`src/rtl/q4k_pkg.sv`:
```
package q4k_pkg;

    localparam int WORDS_PER_BLOCK = 18;
    localparam int RESULTS_PER_WORD = 16;
    localparam int Q_DEPTH = 2;
    localparam int Q_PTR_W = $clog2(Q_DEPTH);
    localparam int Q_CNT_W = $clog2(Q_DEPTH + 1);

    localparam logic [15:0] HALF_QNAN = 16'hFE00;
    localparam logic [15:0] HALF_QUIET = 16'h0200;
    localparam logic [14:0] HALF_INF = 15'h7C00;

    typedef logic [4:0] t_wpos;

    // one quant word with everything the back end needs to expand it
    typedef struct packed {
        logic [63:0] word;
        logic [15:0] d;
        logic [15:0] dmin;
        logic [5:0]  sc0;
        logic [5:0]  m0;
        logic [5:0]  sc1;
        logic [5:0]  m1;
        logic [7:0]  base;
        logic        end_block;
        logic        end_job;
    } t_job;

    typedef struct packed {
        logic last_of_job;
        logic last_of_block;
        logic last_of_word;
    } t_flags;

    // returns {sc, m} of sub-block j from the twelve packed scale bytes
    function automatic logic [11:0] unpack_scale_min(logic [95:0] q, logic [2:0] j);
        logic [3:0] ja;
        logic [3:0] jb;
        logic [5:0] sc;
        logic [5:0] m;
        ja = {1'b0, j};
        jb = ja + 4'd4;
        if (j[2] == 1'b0) begin
            sc = q[ja*8 +: 6];
            m  = q[jb*8 +: 6];
        end else begin
            sc = {q[(ja - 4'd4)*8 + 6 +: 2], q[jb*8 +: 4]};
            m  = {q[ja*8 + 6 +: 2], q[jb*8 + 4 +: 4]};
        end
        return {sc, m};
    endfunction

endpackage

```
`src/rtl/q4k_front.sv`:
```
module q4k_front (
    input  logic             i_clk,
    input  logic             i_rst_n,
    input  logic             i_valid,
    input  logic [63:0]      i_word,
    input  logic [15:0]      i_block_count,
    input  logic             i_q_full,
    output logic             o_ready,
    output logic             o_push,
    output q4k_pkg::t_job    o_job
);
    import q4k_pkg::*;

    t_wpos       r_wpos;
    t_wpos       n_wpos;
    logic [15:0] r_blocks_done;
    logic [15:0] n_blocks_done;
    logic [15:0] r_d;
    logic [15:0] r_dmin;
    logic [95:0] r_q;
    logic        accept;
    logic [3:0]  qidx;
    logic [15:0] next_done;
    logic        end_block;
    logic        end_job;
    logic [11:0] sm0;
    logic [11:0] sm1;

    assign o_ready = ~i_q_full;
    assign accept  = i_valid & ~i_q_full;

    always_comb begin
        qidx      = 4'(r_wpos - t_wpos'(2));
        end_block = (r_wpos == t_wpos'(WORDS_PER_BLOCK - 1));
        next_done = r_blocks_done + 16'd1;
        end_job   = end_block & (next_done == i_block_count);
        sm0       = unpack_scale_min(r_q, {qidx[3:2], 1'b0});
        sm1       = unpack_scale_min(r_q, {qidx[3:2], 1'b1});
    end

    always_comb begin
        n_wpos        = r_wpos;
        n_blocks_done = r_blocks_done;
        if (accept) begin
            if (end_block) begin
                n_wpos        = '0;
                n_blocks_done = end_job ? 16'd0 : next_done;
            end else begin
                n_wpos = r_wpos + t_wpos'(1);
            end
        end
    end

    always_ff @(posedge i_clk) begin
        if (!i_rst_n) begin
            r_wpos        <= '0;
            r_blocks_done <= '0;
        end else begin
            r_wpos        <= n_wpos;
            r_blocks_done <= n_blocks_done;
        end
    end

    // header words, no reset needed
    always_ff @(posedge i_clk) begin
        if (accept && r_wpos == t_wpos'(0)) begin
            r_d        <= i_word[15:0];
            r_dmin     <= i_word[31:16];
            r_q[31:0]  <= i_word[63:32];
        end
        if (accept && r_wpos == t_wpos'(1)) begin
            r_q[95:32] <= i_word;
        end
    end

    assign o_push = accept & (r_wpos >= t_wpos'(2));

    always_comb begin
        o_job.word      = i_word;
        o_job.d         = r_d;
        o_job.dmin      = r_dmin;
        o_job.sc0       = sm0[11:6];
        o_job.m0        = sm0[5:0];
        o_job.sc1       = sm1[11:6];
        o_job.m1        = sm1[5:0];
        o_job.base      = {qidx[3:2], 1'b0, qidx[1:0], 3'b000};
        o_job.end_block = end_block;
        o_job.end_job   = end_job;
    end

endmodule

```
`src/rtl/q4k_queue.sv`:
```
module q4k_queue (
    input  logic             i_clk,
    input  logic             i_rst_n,
    input  logic             i_push,
    input  q4k_pkg::t_job    i_job,
    input  logic             i_pop,
    output q4k_pkg::t_job    o_job,
    output logic             o_full,
    output logic             o_empty
);
    import q4k_pkg::*;

    t_job                 r_mem [Q_DEPTH];
    logic [Q_PTR_W-1:0]   r_wr;
    logic [Q_PTR_W-1:0]   r_rd;
    logic [Q_CNT_W-1:0]   r_cnt;
    logic                 do_push;
    logic                 do_pop;

    assign o_full  = (r_cnt == Q_CNT_W'(Q_DEPTH));
    assign o_empty = (r_cnt == '0);
    assign do_push = i_push & ~o_full;
    assign do_pop  = i_pop & ~o_empty;
    assign o_job   = r_mem[r_rd];

    always_ff @(posedge i_clk) begin
        if (!i_rst_n) begin
            r_wr  <= '0;
            r_rd  <= '0;
            r_cnt <= '0;
        end else begin
            if (do_push) begin
                r_wr <= (r_wr == Q_PTR_W'(Q_DEPTH - 1)) ? '0 : r_wr + 1'b1;
            end
            if (do_pop) begin
                r_rd <= (r_rd == Q_PTR_W'(Q_DEPTH - 1)) ? '0 : r_rd + 1'b1;
            end
            if (do_push && !do_pop) begin
                r_cnt <= r_cnt + 1'b1;
            end else if (do_pop && !do_push) begin
                r_cnt <= r_cnt - 1'b1;
            end
        end
    end

    always_ff @(posedge i_clk) begin
        if (do_push) begin
            r_mem[r_wr] <= i_job;
        end
    end

endmodule

```
`src/rtl/q4k_back.sv`:
```
module q4k_back (
    input  logic             i_clk,
    input  logic             i_rst_n,
    input  q4k_pkg::t_job    i_job,
    input  logic             i_q_empty,
    output logic             o_pop,
    output logic             o_valid,
    input  logic             i_ready,
    output logic [15:0]      o_value,
    output logic [7:0]       o_position,
    output q4k_pkg::t_flags  o_flags
);
    import q4k_pkg::*;

    // returns {is_special, fp16} for nan and infinity outcomes
    function automatic logic [16:0] special_case(logic [15:0] d, logic [15:0] dm,
                                                 logic [5:0] sc, logic [5:0] m,
                                                 logic [3:0] v);
        logic        d_nan;
        logic        d_inf;
        logic        n_nan;
        logic        n_inf;
        logic        p_nan;
        logic        p_inf;
        logic [15:0] p_val;
        logic        l_nan;
        logic        l_inf;
        logic [15:0] l_val;
        logic [16:0] res;
        d_nan = (&d[14:10]) & (|d[9:0]);
        d_inf = (&d[14:10]) & ~(|d[9:0]);
        n_nan = (&dm[14:10]) & (|dm[9:0]);
        n_inf = (&dm[14:10]) & ~(|dm[9:0]);
        p_nan = 1'b0;
        p_inf = 1'b0;
        p_val = HALF_QNAN;
        if (d_nan) begin
            p_nan = 1'b1;
            p_val = d | HALF_QUIET;
        end else if (d_inf && (sc == '0 || v == '0)) begin
            p_nan = 1'b1;
        end else if (d_inf) begin
            p_inf = 1'b1;
        end
        l_nan = 1'b0;
        l_inf = 1'b0;
        l_val = HALF_QNAN;
        if (n_nan) begin
            l_nan = 1'b1;
            l_val = dm | HALF_QUIET;
        end else if (n_inf && m == '0) begin
            l_nan = 1'b1;
        end else if (n_inf) begin
            l_inf = 1'b1;
        end
        res = '0;
        priority if (p_nan) begin
            res = {1'b1, p_val};
        end else if (l_nan) begin
            res = {1'b1, l_val};
        end else if (p_inf && l_inf && d[15] == dm[15]) begin
            res = {1'b1, HALF_QNAN};
        end else if (p_inf) begin
            res = {1'b1, d[15], HALF_INF};
        end else if (l_inf) begin
            res = {1'b1, ~dm[15], HALF_INF};
        end else begin
            res = '0;
        end
        return res;
    endfunction

    logic        adv;
    logic        load;
    logic [3:0]  r_k;

    // stage 0: operand select
    logic        r_v0;
    logic [15:0] r0_d;
    logic [15:0] r0_dmin;
    logic [5:0]  r0_sc;
    logic [5:0]  r0_m;
    logic [3:0]  r0_v;
    logic [7:0]  r0_pos;
    t_flags      r0_flags;
    logic [7:0]  sel_byte;

    // stage 1: integer products
    logic        r_v1;
    logic [20:0] r1_p;
    logic [16:0] r1_m;
    logic [4:0]  r1_ep;
    logic [4:0]  r1_em;
    logic        r1_sp;
    logic        r1_sm;
    logic [16:0] r1_spec;
    logic [7:0]  r1_pos;
    t_flags      r1_flags;
    logic [10:0] md;
    logic [10:0] mm;
    logic [9:0]  scv;

    // stage 2: aligned difference
    logic        r_v2;
    logic [50:0] r2_mag;
    logic        r2_sign;
    logic [4:0]  r2_emin;
    logic [16:0] r2_spec;
    logic [7:0]  r2_pos;
    t_flags      r2_flags;
    logic [4:0]  emin;
    logic [49:0] al_a;
    logic [49:0] al_b;
    logic [51:0] sa;
    logic [51:0] sb;
    logic [51:0] diff;

    // stage 3: normalize and round to single precision
    logic               r_v3;
    logic [23:0]        r3_mant;
    logic signed [7:0]  r3_e;
    logic               r3_sign;
    logic               r3_zero;
    logic [16:0]        r3_spec;
    logic [7:0]         r3_pos;
    t_flags             r3_flags;
    logic [5:0]         lead;
    logic [50:0]        norm;
    logic [24:0]        rsum;
    logic               rnd32;
    logic signed [7:0]  e_lead;

    // stage 4: round to half, output register
    logic               r_v4;
    logic [15:0]        r4_value;
    logic [7:0]         r4_pos;
    t_flags             r4_flags;
    logic [15:0]        half;
    logic [4:0]         sh;
    logic [47:0]        shf;
    logic               rnd16;
    logic [4:0]         ebase;

    assign adv   = ~r_v4 | i_ready;
    assign load  = adv & ~i_q_empty;
    assign o_pop = load & (r_k == 4'(RESULTS_PER_WORD - 1));

    always_comb begin
        sel_byte = i_job.word[r_k[2:0]*8 +: 8];
    end

    always_comb begin
        md  = (r0_d[14:10] == '0) ? {1'b0, r0_d[9:0]} : {1'b1, r0_d[9:0]};
        mm  = (r0_dmin[14:10] == '0) ? {1'b0, r0_dmin[9:0]} : {1'b1, r0_dmin[9:0]};
        scv = 10'(r0_sc) * 10'(r0_v);
    end

    always_comb begin
        emin = (r1_ep < r1_em) ? r1_ep : r1_em;
        al_a = 50'(r1_p) << (r1_ep - emin);
        al_b = 50'(r1_m) << (r1_em - emin);
        sa   = r1_sp ? -{2'b00, al_a} : {2'b00, al_a};
        sb   = r1_sm ? -{2'b00, al_b} : {2'b00, al_b};
        diff = sa - sb;
    end

    always_comb begin
        lead = '0;
        for (int i = 0; i < 51; i++) begin
            if (r2_mag[i]) begin
                lead = 6'(i);
            end
        end
        norm   = r2_mag << (6'd50 - lead);
        e_lead = $signed({3'b000, r2_emin}) - 8'sd24 + $signed({2'b00, lead});
        rnd32  = norm[26] & ((|norm[25:0]) | norm[27]);
        rsum   = {1'b0, norm[50:27]} + 25'(rnd32);
    end

    always_comb begin
        sh    = (r3_e >= -8'sd14) ? 5'd13 : 5'(-8'sd1 - r3_e);
        shf   = {r3_mant, 24'b0} >> sh;
        rnd16 = shf[23] & ((|shf[22:0]) | shf[24]);
        ebase = (r3_e >= -8'sd14) ? 5'(r3_e + 8'sd14) : 5'd0;
        priority if (r3_spec[16]) begin
            half = r3_spec[15:0];
        end else if (r3_zero || r3_e < -8'sd25) begin
            half = {r3_sign, 15'b0};
        end else if (r3_e > 8'sd15) begin
            half = {r3_sign, HALF_INF};
        end else begin
            half = {r3_sign, 15'({ebase, 10'b0}) + shf[38:24] + 15'(rnd16)};
        end
    end

    always_ff @(posedge i_clk) begin
        if (!i_rst_n) begin
            r_k  <= '0;
            r_v0 <= 1'b0;
            r_v1 <= 1'b0;
            r_v2 <= 1'b0;
            r_v3 <= 1'b0;
            r_v4 <= 1'b0;
        end else if (adv) begin
            if (load) begin
                r_k <= r_k + 4'd1;
            end
            r_v0 <= load;
            r_v1 <= r_v0;
            r_v2 <= r_v1;
            r_v3 <= r_v2;
            r_v4 <= r_v3;
        end
    end

    always_ff @(posedge i_clk) begin
        if (adv) begin
            r0_d                   <= i_job.d;
            r0_dmin                <= i_job.dmin;
            r0_sc                  <= r_k[3] ? i_job.sc1 : i_job.sc0;
            r0_m                   <= r_k[3] ? i_job.m1 : i_job.m0;
            r0_v                   <= r_k[3] ? sel_byte[7:4] : sel_byte[3:0];
            r0_pos                 <= i_job.base + {2'b00, r_k[3], 2'b00, r_k[2:0]};
            r0_flags.last_of_word  <= (r_k == 4'(RESULTS_PER_WORD - 1));
            r0_flags.last_of_block <= (r_k == 4'(RESULTS_PER_WORD - 1)) & i_job.end_block;
            r0_flags.last_of_job   <= (r_k == 4'(RESULTS_PER_WORD - 1)) & i_job.end_job;

            r1_p     <= 21'(md) * 21'(scv);
            r1_m     <= 17'(mm) * 17'(r0_m);
            r1_ep    <= (r0_d[14:10] == '0) ? 5'd0 : r0_d[14:10] - 5'd1;
            r1_em    <= (r0_dmin[14:10] == '0) ? 5'd0 : r0_dmin[14:10] - 5'd1;
            r1_sp    <= r0_d[15];
            r1_sm    <= r0_dmin[15];
            r1_spec  <= special_case(r0_d, r0_dmin, r0_sc, r0_m, r0_v);
            r1_pos   <= r0_pos;
            r1_flags <= r0_flags;

            r2_mag   <= diff[51] ? 51'(-diff) : diff[50:0];
            r2_sign  <= (diff == '0) ? (r1_sp & ~r1_sm & (r1_p == '0) & (r1_m == '0))
                                     : diff[51];
            r2_emin  <= emin;
            r2_spec  <= r1_spec;
            r2_pos   <= r1_pos;
            r2_flags <= r1_flags;

            r3_mant  <= rsum[24] ? 24'h800000 : rsum[23:0];
            r3_e     <= rsum[24] ? e_lead + 8'sd1 : e_lead;
            r3_sign  <= r2_sign;
            r3_zero  <= (r2_mag == '0);
            r3_spec  <= r2_spec;
            r3_pos   <= r2_pos;
            r3_flags <= r2_flags;

            r4_value <= half;
            r4_pos   <= r3_pos;
            r4_flags <= r3_flags;
        end
    end

    assign o_valid    = r_v4;
    assign o_value    = r4_value;
    assign o_position = r4_pos;
    assign o_flags    = r4_flags;

endmodule

```
`src/rtl/q4_k_superblock_dequantizer_unit.sv`:
```
// channel   dir  handshake                    payload
// s (in)    in   i_s_tvalid / o_s_tready      i_s_tdata[63:0] data_word
// m (out)   out  o_m_tvalid / i_m_tready      o_m_tdata value, position; tuser, tlast flags
// apb       in   psel/penable/pwrite/pready   block_count at byte address 0
//
// header words (0 and 1 of a superblock) give no result
// a quant word gives sixteen results, one per cycle while the output is not stalled;
// the first result is registered in the queue and then in stages 0 to 4 before it appears
// a two-word queue parts the front from the five-stage fp back pipeline
// synchronous active-low reset clears counters, queue and pipeline valids
// a stalled output freezes the back pipeline; the front keeps taking words until the queue fills
module q4_k_superblock_dequantizer_unit (
    input  logic        i_clk,
    input  logic        i_rst_n,
    // input stream
    input  logic        i_s_tvalid,
    output logic        o_s_tready,
    input  logic [63:0] i_s_tdata,   // [63:0] data_word
    // output stream
    output logic        o_m_tvalid,
    input  logic        i_m_tready,
    output logic [23:0] o_m_tdata,   // [15:0] value, [23:16] position
    output logic [1:0]  o_m_tuser,   // [0] last_of_word, [1] last_of_block
    output logic        o_m_tlast,   // last_of_job
    // configuration
    input  logic        psel,
    input  logic        penable,
    input  logic        pwrite,
    input  logic [2:0]  paddr,
    input  logic [31:0] pwdata,
    output logic [31:0] prdata,
    output logic        pready
);
    import q4k_pkg::*;

    logic [15:0] r_block_count;
    logic        q_full;
    logic        q_empty;
    logic        push;
    logic        pop;
    t_job        push_job;
    t_job        head_job;
    logic [15:0] value;
    logic [7:0]  position;
    t_flags      flags;

    // block count register, one word at address zero
    assign pready = 1'b1;
    assign prdata = {16'b0, r_block_count};

    always_ff @(posedge i_clk) begin
        if (!i_rst_n) begin
            r_block_count <= 16'd1;
        end else if (psel && penable && pwrite && pready && paddr[2] == 1'b0) begin
            r_block_count <= pwdata[15:0];
        end
    end

    // front: word position, header capture, scale unpack
    q4k_front u_front (
        .i_clk         (i_clk),
        .i_rst_n       (i_rst_n),
        .i_valid       (i_s_tvalid),
        .i_word        (i_s_tdata),
        .i_block_count (r_block_count),
        .i_q_full      (q_full),
        .o_ready       (o_s_tready),
        .o_push        (push),
        .o_job         (push_job)
    );

    q4k_queue u_queue (
        .i_clk   (i_clk),
        .i_rst_n (i_rst_n),
        .i_push  (push),
        .i_job   (push_job),
        .i_pop   (pop),
        .o_job   (head_job),
        .o_full  (q_full),
        .o_empty (q_empty)
    );

    // back: sixteen results per queued word
    q4k_back u_back (
        .i_clk      (i_clk),
        .i_rst_n    (i_rst_n),
        .i_job      (head_job),
        .i_q_empty  (q_empty),
        .o_pop      (pop),
        .o_valid    (o_m_tvalid),
        .i_ready    (i_m_tready),
        .o_value    (value),
        .o_position (position),
        .o_flags    (flags)
    );

    assign o_m_tdata = {position, value};
    assign o_m_tuser = {flags.last_of_block, flags.last_of_word};
    assign o_m_tlast = flags.last_of_job;

endmodule

```
`config.mk`:
```
export PLATFORM = sky130hd
export DESIGN_NAME = q4_k_superblock_dequantizer_unit
export DESIGN_NICKNAME = d
export VERILOG_FILES = /design/src/rtl/q4k_pkg.sv /design/src/rtl/q4k_front.sv /design/src/rtl/q4k_queue.sv /design/src/rtl/q4k_back.sv /design/src/rtl/q4_k_superblock_dequantizer_unit.sv
export SDC_FILE = /design/constraint.sdc
export NUM_CORES = 2
export LEC_CHECK = 0
export BUFFER_PORTS_ARGS = -buffer_cell sky130_fd_sc_hd__buf_2
export CORE_MARGIN = 1
export CORE_UTILIZATION = 40
export DETAILED_ROUTE_END_ITERATION = 8
export PLACE_DENSITY = 0.6
export SYNTH_ARGS = -nofsm -noshare
export SYNTH_HDL_FRONTEND = slang
export SYNTH_HIERARCHICAL = 1
export SYNTH_SLANG_ARGS = --single-unit
```
`constraint.sdc`:
```
create_clock -name i_clk -period 9.5 [get_ports i_clk]
set_input_delay 0 -clock i_clk [delete_from_list [all_inputs] [get_ports i_clk]]
set_output_delay 0 -clock i_clk [all_outputs]
set_load 0.005 [all_outputs]
```
* Word level (Yosys, flattened, before mapping)
Memory sizes are Yosys's and may differ from the RTL's. A register that Yosys moved wholly into a read port is not among the register bits. Cells that the tools add are included.
Word-level totals: memory bits (writable) 252, memories kept 1, register bits after elaboration 489, logic and storage cells 293
Cells by class: equality and inequality tests 6, multipliers 3, bitwise gates (word level) 29, $lt $le $gt $ge 5, reductions and logical operators 36, shifts and indexed selects 17, multiplexer cells 101, add/subtract/negate cells 36
Memory list:
- u_queue.r_mem | depth 2, bits a word 126, rd ports 1, clocked after memory_dff 1, write ports 1, line q4k_queue.sv:13 | t_job r_mem [Q_DEPTH];
Operator list (number):
- indexed part select 96 x 33 -> 2 bit | 4
- indexed part select 96 x 33 -> 4 bit | 2
- indexed part select 96 x 7 -> 6 bit | 2
- indexed part select 96 x 8 -> 4 bit | 2
- indexed part select 96 x 8 -> 6 bit | 2
- 2-to-1 mux 6 bit | 25
- 2-to-1 mux 16 bit | 8
- 2-to-1 mux 52 bit | 2
- negator 50 -> 52 bit | 2
- 2-to-1 mux 5 bit | 20
- adder 32 x 3 -> 32 bit, second input constant | 2
- indexed part select 64 x 7 -> 8 bit | 1
- logical NOT 52 bit | 1
- subtractor 52 bit | 1
- logical NOT 51 bit | 1
- 2-to-1 mux 51 bit | 1
- negator 51 bit | 1
- << shifter 51 x 6 -> 51 bit | 1
- << shifter 17 x 5 -> 50 bit | 1
- << shifter 21 x 5 -> 50 bit | 1
- right shift 48 x 5 -> 39 bit | 1
- 2-to-1 mux 4 bit | 9
- 2-to-1 mux 15 bit | 2
- OR reduction 26 bit | 1
- 61 further kinds | 140

* Longest topological paths before layout
word-level depth 57, mapped depth 43

* By module
Netlist, hierarchy kept.
By module, submodules not included:
- q4k_back | seq. area each 9519.1 sq um, cells each 4105, area an instance 36135.9 sq um, instances 1
- q4k_queue | seq. area each 7907.6 sq um, cells each 429, area an instance 9640.5 sq um, instances 1
- q4k_front | seq. area each 4264.1 sq um, cells each 448, area an instance 6692.7 sq um, instances 1
- q4_k_superblock_dequantizer_unit | seq. area each 320.3 sq um, cells each 89, area an instance 793.3 sq um, instances 1

* Worst setup path before layout
OpenSTA, ideal clock, no wires.
path kind reg2reg, from reg u_back.r1_ep[1], to reg u_back.r2_sign, data pin, buffers on the path 4, setup time 0.188 ns, slack -0.449 ns, data arrival time 9.761 ns, period minus slack after synthesis 9.949 ns, stages on the path, launching flop included 40, path through edfxtp_1 ha_1 a21o_1 a21o_1 a21o_1 a21oi_1 nand2_1 o21ai_0 ha_1 inv_1 fa_1 a21o_1 a21oi_1 inv_1 or3_1 nand2_1 clkbuf_1 clkbuf_1 (+4 left out) o2111ai_1 or3_1 o21ai_0 xor2_1 ha_1 buf_1 nand2_1 nor2_1 nand2_1 a2111oi_0 nor2_1 o21ai_1 xor2_1 or3_1 or4_1 or4b_1 or4_4 o41ai_1
Between the ends: longest elaborated chain between the ends 9
Ends and longest elaborated chain:
- start: declaration | line q4k_back.sv:92 | logic [4:0] r1_ep;
- start signal: assignment | line q4k_back.sv:230 | r1_ep <= (r0_d[14:10] == '0) ? 5'd0 : r0_d[14:10] - 5'd1;
- less-than comparator 5 bit (*) | line q4k_back.sv:159 | emin = (r1_ep < r1_em) ? r1_ep : r1_em;
- 2-to-1 mux 5 bit (*) | line q4k_back.sv:159
- via u_back.emin[0] | line q4k_back.sv:111 | logic [4:0] emin;
- subtractor 5 bit, on equally long branches | line q4k_back.sv:160, q4k_back.sv:161
- << shifter 21 x 5 -> 50 bit / << shifter 17 x 5 -> 50 bit (equally long branches) | line q4k_back.sv:160, q4k_back.sv:161
- negator 50 -> 52 bit, on equally long branches | line q4k_back.sv:162, q4k_back.sv:163
- 2-to-1 mux 52 bit, on equally long branches | line q4k_back.sv:162, q4k_back.sv:163
- subtractor 52 bit (*) | line q4k_back.sv:164 | diff = sa - sb;
- logical NOT 52 bit | line q4k_back.sv:239 | r2_sign <= (diff == '0) ? (r1_sp & ~r1_sm & (r1_p == '0) & (r1_m == '0))
- 2-to-1 mux 1 bit (*) | line q4k_back.sv:239
- end signal: assignment | line q4k_back.sv:239
- end: declaration | line q4k_back.sv:106 | logic r2_sign;
The timed path passes the listed nets; every way through them passes the cells marked *. A chain may end at the register's enable or synchronous reset.

* Final worst setup path
from reg u_back.r1_em[1], to reg u_back.r2_mag[50], data pin
Between the ends: longest elaborated chain between the ends 9
Ends and longest elaborated chain:
- start: declaration | line q4k_back.sv:93 | logic [4:0] r1_em;
- start signal: assignment | line q4k_back.sv:231 | r1_em <= (r0_dmin[14:10] == '0) ? 5'd0 : r0_dmin[14:10] - 5'd1;
- less-than comparator 5 bit (*) | line q4k_back.sv:159
- 2-to-1 mux 5 bit (*) | line q4k_back.sv:159
- via u_back.emin[0] | line q4k_back.sv:111
- subtractor 5 bit, on equally long branches | line q4k_back.sv:160, q4k_back.sv:161
- << shifter 21 x 5 -> 50 bit / << shifter 17 x 5 -> 50 bit (equally long branches) | line q4k_back.sv:160, q4k_back.sv:161
- negator 50 -> 52 bit, on equally long branches | line q4k_back.sv:162, q4k_back.sv:163
- 2-to-1 mux 52 bit, on equally long branches | line q4k_back.sv:162, q4k_back.sv:163
- subtractor 52 bit (*) | line q4k_back.sv:164
- negator 51 bit | line q4k_back.sv:238 | r2_mag <= diff[51] ? 51'(-diff) : diff[50:0];
- 2-to-1 mux 51 bit (*) | line q4k_back.sv:238
- end signal: assignment | line q4k_back.sv:238
- end: declaration | line q4k_back.sv:105 | logic [50:0] r2_mag;
Marked as above.

==> impl_metrics.json <==
{
  "reg2reg_depth": 37,
  "busiest_layer": "met2",
  "drive_gt1_share_pct": 21.6,
  "grt_use_met2_pct": 36.3,
  "finClkSkew_ns": 0.0322,
  "status": "finished clean",
  "syn_area_per_cell_um2": 10.5,
  "worstSetupEndpointType": "flip-flop",
  "whs_path_depth": 2,
  "crit_path_start_kind": "flip-flop",
  "num_vias": 41195,
  "ys.flop_type": "edfxtp_1",
  "startpoint": "u_back/r1_em[1]",
  "use_met3_pct": 2.48,
  "path_clk_slew_ns": 0.06,
  "vias_per_cell": 5.60,
  "timing.final.crit_share_pct": 98.6,
  "fin_tns_setup_ns": 0,
  "routedWlPerCell_um": 20.3,
  "slew_headroom_pct": 23.0,
  "synthTopCellsByArea": "edfxtp_1 (39%), ha_1 (4.6%), fa_1 (4.5%), nand2_1 (3.9%), mux2_2 (3.8%)",
  "hp-start": "i_s_tdata[32]",
  "die_w_um": 367,
  "critical_path_required_ns": 9.89,
  "grt_use_met1_pct": 29.1,
  "coreArea_um2": 132000,
  "synth_area_um2": 53300,
  "ant_nets": 0,
  "drv_cap": 0,
  "worst_slew_pin_slew_ns": 1.16,
  "synth.top_cell.area_share_pct": 39.4,
  "cp_max_fo": 7,
  "drt_drc_violations_left": 0,
  "synth_top_cell_by_area": "edfxtp_1",
  "ios": 168,
  "fmax_ghz": 0.107,
  "rsz0062_at_grt": "yes",
  "drtIter0Drc": 3383,
  "nets": 5959,
  "cts_sinks": 750,
  "grt_pass1_vias": 40468,
  "hold_path.class": "input pin to flip-flop",
  "setup_viol": 0,
  "synth-edff-count": 699,
  "ys_async_sr_fraction_pct": 0,
  "r2r_start": "u_back/r1_em[1]",
  "min_period_ns": 9.37,
  "rr_endpoint": "u_back/r2_mag[50]",
  "critical-path-slowest-cell": "fa_2",
  "firstDrtPassIters": 6,
  "r2r_setup_slack_ns": 0.13,
  "place.gp.congestion": 0.969,
  "syn2layout_area_growth_pct": 17.1,
  "critical_path_class": "flip-flop to flip-flop",
  "syn_inst": 5071,
  "cts_buffers": 77,
  "io_buffer_count": 132,
  "synth_sequential_area_ratio_pct": 41.3,
  "cts_htree_levels": 3,
  "grt_pass1_wl_mm": 234,
  "tritoncts": "yes",
  "antenna_found_initial": 3,
  "drt-total-wl_mm": 149,
  "ys_seq_elements": 750,
  "hold_end": "u_front/r_q[0]",
  "synth_cell_types": 113,
  "cpMostUsedCell": "a21o_1",
  "grt_max_degree": 177,
  "die_area_um2": 135000,
  "worstSkewPairLatency_ns": 0.68,
  "finalHoldViolations": 0,
  "crit_family": "compound AO/OA/AOI/OAI gates",
  "grt_overflow_total": 0,
  "grt_use_total_pct": 21.7,
  "hpwl_mm": 110,
  "rows": 133,
  "slew_viol_final": 0,
  "ys_warn_count": 6,
  "fp.dieH_um": 367,
  "critPathMaxStageDelay_ns": 0.62,
  "worst-path-buf-inv": 3,
  "arrival_ns": 9.76,
  "clock_path_buffers": 3,
  "cts_root_buf": "clkbuf_16",
  "start_util_pct": 40.4
}
-- cells in the mapped netlist (all sizes together), types with 12 or more instances --
| cell | number |
|---|---|
| edfxtp | 699 |
| nand2 | 550 |
| nor2 | 273 |
| inv | 254 |
| o21ai | 236 |
| a21oi | 214 |
| buf | 211 |
| mux2i | 197 |
| ha | 196 |
| xnor2 | 193 |
| mux2 | 183 |
| clkbuf | 167 |
| nand3 | 129 |
| fa | 120 |
| and2 | 106 |
| xor2 | 101 |
| nor3 | 89 |
| nor4 | 84 |
| mux4 | 82 |
| a21o | 63 |
| nand2b | 52 |
| nor2b | 52 |
| dfxtp | 51 |
| o31ai | 47 |
| and3 | 46 |
| o21a | 43 |
| or3 | 42 |
| a32oi | 41 |
| nand4 | 39 |
| a211oi | 38 |
| a31oi | 35 |
| a311oi | 33 |
| o211ai | 33 |
| or2 | 30 |
| o21bai | 27 |
| or4 | 26 |
| a22o | 23 |
| o22ai | 18 |
| o311ai | 17 |
| a21boi | 16 |
| o41ai | 15 |
| a221oi | 14 |
| nor3b | 13 |
| o31a | 12 |
-- worst max-delay path by stage --
| stage | slack [ns] | depth (start not counted) | end |
|---|---|---|---|
| floorplan | 0.03 | 39 | u_back/r2_sign |
| global placement | -0.47 | 34 | u_back/r2_sign |
| detailed placement | -0.59 | 33 | u_back/r2_sign |
| CTS | 0.007 | 41 | u_back/r2_sign |
| global route | -0.18 | 37 | u_back/r2_mag[50] |
| finish | 0.13 | 37 | u_back/r2_mag[50] |
-- logic make-up after synthesis --
kind of cell | share of synthesized area, %
compound gates | 13.3
xor+xnor | 4.90
fa+ha+maj | 9.11
buf+inv | 5.59
flops | 41.3
mux | 11.0
other cells | 0.0211
simple gates | 14.7
-- layout by cell type (no fill, tap or decap), types with 118 or more instances in the layout --
master and count:
o21ai_0 201, nand2_1 543, buf_4 486, fa_1 118, ha_1 191, mux2_2 182
edfxtp_1 699, mux2i_1 187, buf_2 132, xnor2_1 183, inv_1 246, nand3_1 123
a21oi_1 199, nor2_1 269
-- metal layers --
| layer | part of all wire [%] | wire [um] |
|---|---|---|
| met1 | 44 | 65900 |
| met2 | 48 | 71200 |
| met3 | 4.5 | 6780 |
| met4 | 3.5 | 5270 |
| met5 | 0.018 | 27 |
-- state kept, by name, indices dropped and copies added, names as in the netlist, 17 cells and up, named ones only --
register        cells
u_back/r1_p        21
u_back/r2_mag      51
u_back/r1_spec     17
u_back/r2_spec     17
u_back/r3_mant     24
u_back/r1_m        17
u_queue/r_mem     260
u_front/r_q        96
u_back/r3_spec     17
-- metrics by stage --
| step | instance area, um^2 | utilization, % | hold slack, ns | setup slack, ns | cells |
|---|---|---|---|---|---|
| after detailed placement | 57900 | 44.0 | 0.227 | -0.585 | 7067 |
| after floorplan | 53400 | - | 0.0989 | 0.0263 | 5089 |
| after global placement | 57900 | 44.0 | 0.220 | -0.467 | 7067 |
| after global routing | 62400 | 47.3 | 0.0603 | -0.177 | 7358 |
| final | 62400 | 47.3 | 0.0809 | 0.133 | 7358 |
| after CTS | 61900 | 46.9 | 0.0380 | 0.00717 | 7339 |
-- cell type report --
| cell class | instances | area, um^2 |
|---|---|---|
| Fill cell | 12182 | 69400 |
| Antenna cell | 1 | 2.50 |
| Clock inverter | 39 | 419 |
| Sequential cell | 750 | 22000 |
| Clock buffer | 105 | 2090 |
| Inverter | 255 | 970 |
| Multi-Input combinational cell | 3706 | 29000 |
| Timing Repair Buffer | 747 | 5690 |
| Tap cell | 1755 | 2200 |
-- worst register-to-register path, delay by kind of cell, from the launching register on --
family	cells	cell delay (ns)
buf+inv	3	0.31
xor+xnor	3	0.39
simple gates	8	2.71
compound gates	17	3.10
mux	2	0.88
flops	1	0.40
fa+ha+maj	4	1.31
-- repair_timing --
item,in CTS,in global routing
hold endpoints to repair,292,0
setup endpoints to repair,50,51
resized for setup,36,83
hold buffers,114,0
buffers inserted,14,18
pin swaps,13,51
Power is not shown: default switching activity piles up to over one toggle a cycle in this logic, so the estimate is an artifact.
